===== src/sv/mjdc_pkg.sv =====
// shared types, constants and tables for the mjd time stamp converter
// no dependencies; imported by mjdc_date and mjd_bcd_to_calendar_time
package mjdc_pkg;

    // pipeline depth from accepted beat to result strobe
    localparam int unsigned DATE_LAT = 8;

    // early date substitution
    localparam logic [15:0] MJD_FLOOR   = 16'd15078;
    localparam logic [15:0] MJD_DEFAULT = 16'd53371;

    // year term: (20*mjd - 301564) / 7305
    localparam logic [19:0] YEAR_BIAS  = 20'd301564;
    localparam logic [11:0] YEAR_RECIP = 12'd2296;      // floor(2^24 / 7305)
    localparam logic [20:0] YEAR_DIV   = 21'd7305;

    // weekday term: (mjd + 2) mod 7
    localparam logic [16:0] WEEK_OFFSET = 17'd2;
    localparam logic [16:0] WEEK_RECIP  = 17'd74898;    // floor(2^19 / 7)
    localparam logic [16:0] WEEK_DIV    = 17'd7;

    // year length term: 365*y + y/4
    localparam logic [16:0] YEAR_DAYS = 17'd365;

    // month term: 1000*v / 306001
    localparam logic [19:0] MONTH_BIAS  = 20'd149561;
    localparam logic [23:0] MONTH_RECIP = 24'd14035794; // floor(1000 * 2^32 / 306001)
    localparam logic [23:0] MONTH_DIV   = 24'd306001;
    localparam logic [23:0] MONTH_SCALE = 24'd1000;

    // day term: 14956 mod 256, only the low byte of the day is kept
    localparam logic [7:0]  DAY_BIAS8 = 8'd108;

    localparam logic [10:0] YEAR_BASE = 11'd1900;

    // converted calendar date for one beat
    typedef struct packed {
        logic [10:0] year;
        logic [3:0]  month;
        logic [4:0]  day;
        logic [2:0]  weekday;
    } t_date;

    // days before month m: floor(m * 306001 / 10000)
    function automatic logic [8:0] month_day_offset(input logic [3:0] m);
        logic [8:0] q;
        case (m)
            4'd0:    q = 9'd0;
            4'd1:    q = 9'd30;
            4'd2:    q = 9'd61;
            4'd3:    q = 9'd91;
            4'd4:    q = 9'd122;
            4'd5:    q = 9'd153;
            4'd6:    q = 9'd183;
            4'd7:    q = 9'd214;
            4'd8:    q = 9'd244;
            4'd9:    q = 9'd275;
            4'd10:   q = 9'd306;
            4'd11:   q = 9'd336;
            4'd12:   q = 9'd367;
            4'd13:   q = 9'd397;
            4'd14:   q = 9'd428;
            4'd15:   q = 9'd459;
            default: q = 9'd0;
        endcase
        return q;
    endfunction

endpackage


===== src/sv/mjdc_date.sv =====
// eight-stage pipeline turning a modified julian date into year, month, day, weekday
// depends on mjdc_pkg for constants, the month offset table and t_date
module mjdc_date import mjdc_pkg::*; (
    input  logic        i_clk,
    input  logic        i_rst_n,
    input  logic        i_valid,
    input  logic [15:0] i_mjd,
    output logic        o_valid,
    output t_date       o_date
);

    // stage 1 inputs: early date substitution, year and weekday numerators
    logic [15:0] n_s1_mjd;
    logic [20:0] w_ny_full;
    logic [19:0] n_s1_ny;
    logic [16:0] n_s1_nw;

    always_comb begin
        n_s1_mjd  = (i_mjd <= MJD_FLOOR) ? MJD_DEFAULT : i_mjd;
        w_ny_full = {1'b0, n_s1_mjd, 4'b0} + {3'b0, n_s1_mjd, 2'b0} - {1'b0, YEAR_BIAS};
        n_s1_ny   = w_ny_full[19:0];
        n_s1_nw   = {1'b0, n_s1_mjd} + WEEK_OFFSET;
    end

    logic        r_s1_valid;
    logic [15:0] r_s1_mjd;
    logic [19:0] r_s1_ny;
    logic [16:0] r_s1_nw;

    always_ff @(posedge i_clk) begin
        if (!i_rst_n) begin
            r_s1_valid <= 1'b0;
        end else begin
            r_s1_valid <= i_valid;
        end
        r_s1_mjd <= n_s1_mjd;
        r_s1_ny  <= n_s1_ny;
        r_s1_nw  <= n_s1_nw;
    end

    // stage 2: reciprocal estimates of the year and week quotients
    logic [31:0] w_y_prod;
    logic [33:0] w_w_prod;
    logic [7:0]  n_s2_yest;
    logic [13:0] n_s2_west;

    always_comb begin
        w_y_prod  = {12'b0, r_s1_ny} * {20'b0, YEAR_RECIP};
        w_w_prod  = {17'b0, r_s1_nw} * {17'b0, WEEK_RECIP};
        n_s2_yest = w_y_prod[31:24];
        n_s2_west = w_w_prod[32:19];
    end

    logic        r_s2_valid;
    logic [15:0] r_s2_mjd;
    logic [19:0] r_s2_ny;
    logic [16:0] r_s2_nw;
    logic [7:0]  r_s2_yest;
    logic [13:0] r_s2_west;

    always_ff @(posedge i_clk) begin
        if (!i_rst_n) begin
            r_s2_valid <= 1'b0;
        end else begin
            r_s2_valid <= r_s1_valid;
        end
        r_s2_mjd  <= r_s1_mjd;
        r_s2_ny   <= r_s1_ny;
        r_s2_nw   <= r_s1_nw;
        r_s2_yest <= n_s2_yest;
        r_s2_west <= n_s2_west;
    end

    // stage 3: one-step correction of both quotients, weekday from the remainder
    logic [20:0] w_ry;
    logic [16:0] w_rw;
    logic [2:0]  w_wd_rem;
    logic [7:0]  n_s3_y;
    logic [2:0]  n_s3_wd;

    always_comb begin
        w_ry     = {1'b0, r_s2_ny} - ({13'b0, r_s2_yest} * YEAR_DIV);
        n_s3_y   = r_s2_yest + {7'b0, (w_ry >= YEAR_DIV)};
        w_rw     = r_s2_nw - ({3'b0, r_s2_west} * WEEK_DIV);
        w_wd_rem = (w_rw >= WEEK_DIV) ? w_rw[2:0] - WEEK_DIV[2:0] : w_rw[2:0];
        n_s3_wd  = w_wd_rem + 3'd1;
    end

    logic        r_s3_valid;
    logic [15:0] r_s3_mjd;
    logic [7:0]  r_s3_y;
    logic [2:0]  r_s3_wd;

    always_ff @(posedge i_clk) begin
        if (!i_rst_n) begin
            r_s3_valid <= 1'b0;
        end else begin
            r_s3_valid <= r_s2_valid;
        end
        r_s3_mjd <= r_s2_mjd;
        r_s3_y   <= n_s3_y;
        r_s3_wd  <= n_s3_wd;
    end

    // stage 4: whole days in the elapsed years
    logic [16:0] w_yy_full;
    logic [15:0] n_s4_yy;

    always_comb begin
        w_yy_full = ({9'b0, r_s3_y} * YEAR_DAYS) + {11'b0, r_s3_y[7:2]};
        n_s4_yy   = w_yy_full[15:0];
    end

    logic        r_s4_valid;
    logic [15:0] r_s4_mjd;
    logic [7:0]  r_s4_y;
    logic [2:0]  r_s4_wd;
    logic [15:0] r_s4_yy;

    always_ff @(posedge i_clk) begin
        if (!i_rst_n) begin
            r_s4_valid <= 1'b0;
        end else begin
            r_s4_valid <= r_s3_valid;
        end
        r_s4_mjd <= r_s3_mjd;
        r_s4_y   <= r_s3_y;
        r_s4_wd  <= r_s3_wd;
        r_s4_yy  <= n_s4_yy;
    end

    // stage 5: month numerator and low byte of the partial day
    logic [15:0] w_diff;
    logic [19:0] w_v_full;
    logic [12:0] n_s5_v;
    logic [7:0]  n_s5_d8;

    always_comb begin
        w_diff   = r_s4_mjd - r_s4_yy;
        w_v_full = ({4'b0, w_diff} * 20'd10) - MONTH_BIAS;
        n_s5_v   = w_v_full[12:0];
        n_s5_d8  = w_diff[7:0] - DAY_BIAS8;
    end

    logic        r_s5_valid;
    logic [7:0]  r_s5_y;
    logic [2:0]  r_s5_wd;
    logic [12:0] r_s5_v;
    logic [7:0]  r_s5_d8;

    always_ff @(posedge i_clk) begin
        if (!i_rst_n) begin
            r_s5_valid <= 1'b0;
        end else begin
            r_s5_valid <= r_s4_valid;
        end
        r_s5_y  <= r_s4_y;
        r_s5_wd <= r_s4_wd;
        r_s5_v  <= n_s5_v;
        r_s5_d8 <= n_s5_d8;
    end

    // stage 6: reciprocal estimate of the month quotient
    logic [36:0] w_m_prod;
    logic [3:0]  n_s6_mest;

    always_comb begin
        w_m_prod  = {24'b0, r_s5_v} * {13'b0, MONTH_RECIP};
        n_s6_mest = w_m_prod[35:32];
    end

    logic        r_s6_valid;
    logic [7:0]  r_s6_y;
    logic [2:0]  r_s6_wd;
    logic [12:0] r_s6_v;
    logic [7:0]  r_s6_d8;
    logic [3:0]  r_s6_mest;

    always_ff @(posedge i_clk) begin
        if (!i_rst_n) begin
            r_s6_valid <= 1'b0;
        end else begin
            r_s6_valid <= r_s5_valid;
        end
        r_s6_y    <= r_s5_y;
        r_s6_wd   <= r_s5_wd;
        r_s6_v    <= r_s5_v;
        r_s6_d8   <= r_s5_d8;
        r_s6_mest <= n_s6_mest;
    end

    // stage 7: one-step correction of the month quotient
    logic [23:0] w_v1000;
    logic [23:0] w_rm;
    logic [3:0]  n_s7_m;

    always_comb begin
        w_v1000 = {11'b0, r_s6_v} * MONTH_SCALE;
        w_rm    = w_v1000 - ({20'b0, r_s6_mest} * MONTH_DIV);
        n_s7_m  = r_s6_mest + {3'b0, (w_rm >= MONTH_DIV)};
    end

    logic        r_s7_valid;
    logic [7:0]  r_s7_y;
    logic [2:0]  r_s7_wd;
    logic [7:0]  r_s7_d8;
    logic [3:0]  r_s7_m;

    always_ff @(posedge i_clk) begin
        if (!i_rst_n) begin
            r_s7_valid <= 1'b0;
        end else begin
            r_s7_valid <= r_s6_valid;
        end
        r_s7_y  <= r_s6_y;
        r_s7_wd <= r_s6_wd;
        r_s7_d8 <= r_s6_d8;
        r_s7_m  <= n_s7_m;
    end

    // stage 8: january/february year carry, month and day clamps
    logic        w_k;
    logic [7:0]  w_mo8;
    logic [8:0]  w_doff;
    logic [7:0]  w_day8;
    t_date       n_date;

    always_comb begin
        w_k          = (r_s7_m == 4'd14) || (r_s7_m == 4'd15);
        w_doff       = month_day_offset(r_s7_m);
        w_mo8        = {4'b0, r_s7_m} - 8'd1 - (w_k ? 8'd12 : 8'd0);
        w_day8       = r_s7_d8 - w_doff[7:0];
        n_date.year  = {3'b0, r_s7_y} + YEAR_BASE + {10'b0, w_k};
        n_date.month = (w_mo8 > 8'd12) ? 4'd1 : w_mo8[3:0];
        n_date.day   = (w_day8 > 8'd31) ? 5'd1 : w_day8[4:0];
        n_date.weekday = r_s7_wd;
    end

    logic  r_out_valid;
    t_date r_out_date;

    always_ff @(posedge i_clk) begin
        if (!i_rst_n) begin
            r_out_valid <= 1'b0;
        end else begin
            r_out_valid <= r_s7_valid;
        end
        r_out_date <= n_date;
    end

    assign o_valid = r_out_valid;
    assign o_date  = r_out_date;

    // year estimate is never more than one short
    a_year_est : assert property (@(posedge i_clk) disable iff (!i_rst_n)
        r_s2_valid |-> (w_ry < (YEAR_DIV + YEAR_DIV)))
        else $error("year quotient estimate off by more than one");

    // week estimate is never more than one short
    a_week_est : assert property (@(posedge i_clk) disable iff (!i_rst_n)
        r_s2_valid |-> (w_rw < (WEEK_DIV + WEEK_DIV)))
        else $error("week quotient estimate off by more than one");

    // month estimate is never more than one short
    a_month_est : assert property (@(posedge i_clk) disable iff (!i_rst_n)
        r_s6_valid |-> (w_rm < (MONTH_DIV + MONTH_DIV)))
        else $error("month quotient estimate off by more than one");

    // the formula always lands in march through february
    a_month_span : assert property (@(posedge i_clk) disable iff (!i_rst_n)
        r_s7_valid |-> (r_s7_m >= 4'd4))
        else $error("month quotient below four");

endmodule


===== src/sv/mjd_bcd_to_calendar_time.sv =====
// top level: broadcast mjd + bcd time stamp to calendar date and binary time
// depends on mjdc_pkg and mjdc_date
//
//  channel   | handshake           | fields
//  ----------+---------------------+--------------------------------------------
//  stamp in  | start / busy        | i_mjd, i_hour_bcd, i_minute_bcd, i_second_bcd
//  result    | o_valid (strobe)    | o_year, o_month_num, o_day_of_month,
//            |                     | o_weekday, o_hour_bin, o_minute_bin,
//            |                     | o_second_bin
//
// one beat accepted per cycle while busy is low; each result comes out of the date pipeline
// (numerator stages, two reciprocal multiply/correct pairs, the year-length
// stage and the clamp stage) after its beat. busy is high only while reset is held.
// synchronous reset clears all valid bits; payload registers are not reset.
// results are strobed for one cycle and cannot be held off.
module mjd_bcd_to_calendar_time import mjdc_pkg::*; (
    input  logic        i_clk,
    input  logic        i_rst_n,
    input  logic        start,
    output logic        busy,
    input  logic [15:0] i_mjd,
    input  logic [7:0]  i_hour_bcd,
    input  logic [7:0]  i_minute_bcd,
    input  logic [7:0]  i_second_bcd,
    output logic        o_valid,
    output logic [10:0] o_year,
    output logic [3:0]  o_month_num,
    output logic [4:0]  o_day_of_month,
    output logic [2:0]  o_weekday,
    output logic [7:0]  o_hour_bin,
    output logic [7:0]  o_minute_bin,
    output logic [7:0]  o_second_bin
);

    typedef struct packed {
        logic [7:0] hour;
        logic [7:0] minute;
        logic [7:0] second;
    } t_hms;

    // tens * 10 + units, digits unchecked
    function automatic logic [7:0] bcd_to_bin(input logic [7:0] b);
        logic [7:0] tens;
        tens = {4'b0, b[7:4]};
        return (tens << 3) + (tens << 1) + {4'b0, b[3:0]};
    endfunction

    logic  w_accept;
    t_hms  n_hms;

    assign busy     = !i_rst_n;
    assign w_accept = start && !busy;

    always_comb begin
        n_hms.hour   = bcd_to_bin(i_hour_bcd);
        n_hms.minute = bcd_to_bin(i_minute_bcd);
        n_hms.second = bcd_to_bin(i_second_bcd);
    end

    // date pipeline
    logic  w_date_valid;
    t_date w_date;

    mjdc_date u_date (
        .i_clk   (i_clk),
        .i_rst_n (i_rst_n),
        .i_valid (w_accept),
        .i_mjd   (i_mjd),
        .o_valid (w_date_valid),
        .o_date  (w_date)
    );

    // time of day rides a delay line matched to the date pipeline
    t_hms r_hms_pipe [DATE_LAT];

    always_ff @(posedge i_clk) begin
        r_hms_pipe[0] <= n_hms;
        for (int i = 1; i < DATE_LAT; i++) begin
            r_hms_pipe[i] <= r_hms_pipe[i-1];
        end
    end

    // result beat
    assign o_valid        = w_date_valid;
    assign o_year         = w_date.year;
    assign o_month_num    = w_date.month;
    assign o_day_of_month = w_date.day;
    assign o_weekday      = w_date.weekday;
    assign o_hour_bin     = r_hms_pipe[DATE_LAT-1].hour;
    assign o_minute_bin   = r_hms_pipe[DATE_LAT-1].minute;
    assign o_second_bin   = r_hms_pipe[DATE_LAT-1].second;

endmodule


===== config.mk =====
export PLATFORM = sky130hd
export DESIGN_NAME = mjd_bcd_to_calendar_time
export DESIGN_NICKNAME = d
export VERILOG_FILES = /design/src/sv/mjdc_pkg.sv /design/src/sv/mjdc_date.sv /design/src/sv/mjd_bcd_to_calendar_time.sv
export SDC_FILE = /design/constraint.sdc
export NUM_CORES = 2
export LEC_CHECK = 0
export BUFFER_PORTS_ARGS = -buffer_cell sky130_fd_sc_hd__buf_2
export CAP_MARGIN = 20
export CORE_MARGIN = 4
export CORE_UTILIZATION = 42
export DETAILED_ROUTE_END_ITERATION = 10
export GPL_TIMING_DRIVEN = 1
export PLACE_DENSITY = 0.72
export SYNTH_ARGS = -nofsm -noshare
export SYNTH_HDL_FRONTEND = slang
export SYNTH_HIERARCHICAL = 1
export SYNTH_SLANG_ARGS = --single-unit

===== constraint.sdc =====
create_clock -name i_clk -period 7.4 [get_ports i_clk]
set_input_delay 1.11 -clock i_clk [delete_from_list [all_inputs] [get_ports i_clk]]
set_output_delay 1.11 -clock i_clk [all_outputs]
set_load 0.02 [all_outputs]

==> impl_results.md <==
- Hold Buf Count CTS: 0
- Hold Violations, Final: 0
- Mux cell area share after synthesis: 0.00535
- Starting Density: 0.426
- Syn_nets: around 4,000
- CTS HTree Levels: 2
- Crit Path Max Fanout: 4
- Status: complete, no violations
- Detail Route Antenna Nets: 0
- Synthesized flop and latch total: about 500
- All-layer global routing usage: 0.151
- Ports: 92
- Critical Path RT: 7890 ps
- Skew final: ~51 ps
- Max clock buf depth: 3
- Core Region: ~0.076 sq mm
- Number of diodes: 0
- Die Width: about 290 um
- DR vias: between 20,000 and 25,000
- First-pass GRT wire length: between 100 and 150 mm
- Sequential fraction of the synthesis area: 0.303
- Final nets: approximately 4,100
- Row count: slightly above 100
- Mean post-synth cell area: between 10 and 15 sq um
- FMAX: approximately 140 MHz
- Vias in the first global route: ~22,000
- Design Area, Final: between 0.03 and 0.04 sq mm
- Fillers: about 7,000
- Relative slew slack: 0.425
- Synth Area in Compound Gates: 0.0806
- Share of post-route cells with drive strength above 1: 0.0829
- Total Neg Setup Slack: 0 ps
- Ys flop type: dfxtp_1
- Adder-cell share of the synthesized area: 0.423
- DRC violations left: 0
- Crit share post-route: 0.965
- Setup slack after layout: between 200 and 300 ps
- Per-cell routed wire length: around 14 um
- Final setup viols: 0
- Max cap viols: 0
- First DRT Iteration DRCs: 911
- Global route overflow: 0
- Hold Crit Class: reg -> reg
- Distinct cell type count after synthesis: about 80
- TritonCTS clock tree: yes
- Xor/xnor share of the synthesized area: 0.0465
- Die Y: 286 um
- Post-Syn Area: around 0.033 sq mm
- Vias per std cell: a little under 5
- Root Driver: clkbuf_16
- Crit path DAT: 7630 ps
- Pre-CTS setup slack: -72.6 ps
- Final wirelength: roughly 61 mm
- Crit. End Element: flop
- Worst-skew pair later-pin latency: around 610 ps
- DP Area: about 0.034 sq mm
- Clock Sinks: between 400 and 500
- Post-synthesis cell count: 3,063
- EDFF count, synth: 0
- Worst setup SP type: flop
- Post-synth ARST share: 0
- Worst-margin pin slew: 841 ps
- Yosys warns: 6
- Initial antenna violation count: 1
- Clk pin slew, worst setup/hold paths: about 70 ps
- Port bufs: 91
- Die ar.: ~0.082 sq mm
- CP Class: reg -> reg
- Largest family of logic cells by synthesized area: adder cells
- DR pass1 iterations: 5
- Area delta synth->final: 10.9%
- CTS Buf Count: 46
- Post-DP HPWL: slightly below 50 mm
- Tmin final: between 7000 and 8000 ps
- Largest net degree at the start of global routing: 18
- RD Place Congestion: just under 0.9
- Count of pins over their slew limit: 0
- Synth Area in Simple Gates: 0.0608
## repair_timing
item,CTS,global route
gates resized for setup,2,55
buffers inserted,0,2
endpoints found under the hold margin,0,0
pin swaps,0,23
endpoints found under the setup margin,4,10
## routing by layer
layer  part of all wire  routed length [um]  GRT usage  up-vias
met5                  0                   0          0        -
met4              0.027                1650     0.0417        0
met3              0.034                2070     0.0210      122
met2               0.49               29800      0.269      324
met1               0.45               27300      0.193     9822
li1                   -                   -          -    10200
## cells in the mapped netlist, types with 7 or more instances
master,number,share of area
or2_2,12,0.0023
and3_1,13,0.0025
nor2b_1,12,0.0023
a21o_1,39,0.0090
nor4_1,7,0.0013
a21oi_1,118,0.018
fa_1,316,0.19
a31oi_1,11,0.0021
o21bai_1,17,0.0039
and2_1,19,0.0037
o21a_1,22,0.0051
nor2_1,107,0.012
or3_1,12,0.0023
dfxtp_1,492,0.30
o22ai_1,9,0.0017
a2111oi_0,7,0.0019
o31ai_1,11,0.0025
xor2_1,59,0.016
nor3b_1,7,0.0016
nand2_1,88,0.010
a21boi_0,8,0.0018
ha_1,593,0.23
nand2b_1,17,0.0033
xnor2_1,111,0.030
nand4_1,14,0.0027
mux2i_1,11,0.0034
inv_1,639,0.074
nor3_1,36,0.0055
clkbuf_1,8,0.00092
o21ai_0,83,0.013
a211oi_1,17,0.0039
buf_4,25,0.0058
nand3_1,34,0.0052
## area by class of cell
type,count,area [sq um],share of cell area
Clock inverter,28,415,0.0115
Clock buffer,56,1260,0.0349
Timing Repair Buffer,109,594,0.0165
Inverter,639,2400,0.0666
Sequential cell,492,9850,0.273
Multi-Input combinational cell,1897,20200,0.561
Tap cell,1030,1290,0.0358
## layout by cell type, fill, tap and decap left out, drive strengths merged, types with 12 or more instances in the layout
cell type	instances
a211oi	17
xnor2	111
nand4	14
o21a	22
xor2	59
ha	593
buf	109
or3	12
inv	645
a21oi	122
and2	20
o21ai	84
or2	12
fa	316
nand2b	17
nor2b	12
and3	14
a21o	41
nor2	107
dfxtp	492
nand3	34
nor3	36
clkbuf	56
nand2	88
o21bai	17
## state kept, by name (all words and copies together) (netlist names), 8 cells and up
register	cells
u_date/r_s7_y	8
u_date/r_s3_mjd	12
u_date/r_s1_ny	18
u_date/r_s5_v	12
u_date/r_s4_mjd	12
r_hms_pipe	192
u_date/r_s1_mjd	11
u_date/r_s7_d8	8
u_date/r_s4_y	8
u_date/r_s6_d8	8
u_date/o_date	23
u_date/r_s1_nw	17
u_date/r_s4_yy	12
u_date/r_s3_y	8
u_date/r_s6_v	12
u_date/r_s5_y	8
u_date/w_doff	8
u_date/r_s2_west	14
u_date/r_s6_y	8
u_date/r_s2_ny	18
u_date/r_s2_mjd	11
u_date/r_s2_yest	8
u_date/r_s2_nw	17
u_date/r_s5_d8	8
## final timing paths
| check | to | cells after the start | from | slack, ps |
|---|---|---|---|---|
| max | u_date/w_doff[0]$_DFF_P_ | 25 | u_date/r_s6_v[2]$_DFF_P_ | 260 |
| min | u_date/r_s5_y[3]$_DFF_P_ | 0 | u_date/r_s4_y[3]$_DFF_P_ | 280 |
| max reg2reg | u_date/w_doff[0]$_DFF_P_ | 25 | u_date/r_s6_v[2]$_DFF_P_ | 260 |
| min reg2reg | u_date/r_s5_y[3]$_DFF_P_ | 0 | u_date/r_s4_y[3]$_DFF_P_ | 280 |
## cell families after synthesis
logic type / count (synthesis)
fa+ha+maj: 909
mux: 15
buf+inv: 674
compound gates: 404
simple gates: 398
flops: 492
xor+xnor: 171
## critical path, stage by stage, from the launching register on
cell,delay (ps)
dfxtp_1,340
inv_2,70
fa_1,500
fa_1,530
fa_1,430
fa_1,520
inv_1,50
ha_1,330
a21oi_2,180
o21ai_2,100
a21oi_2,180
xnor2_2,150
fa_1,450
ha_2,210
or4_1,550
o221a_4,260
o21ai_4,140
o22ai_2,110
o41ai_2,360
xor2_1,180
nand4_1,140
ha_2,240
xnor2_4,160
ha_4,320
inv_1,60
mux4_2,440
## per-stage QoR
| stage | utilization | hold slack, ps | std cells |
|---|---|---|---|
| 3_3_place_gp | 0.447 | 309 | 4165 |
| 4_1_cts | 0.469 | 277 | 4249 |
| 6_report | 0.472 | 284 | 4251 |
| 3_5_place_dp | 0.447 | 312 | 4165 |
| 2_1_floorplan | - | 310 | 3063 |
| 5_1_grt | 0.472 | 283 | 4251 |
Power is left out: the tool's default activity adds up to more than one toggle a clock period on the data nets, which glitch-free logic cannot reach.
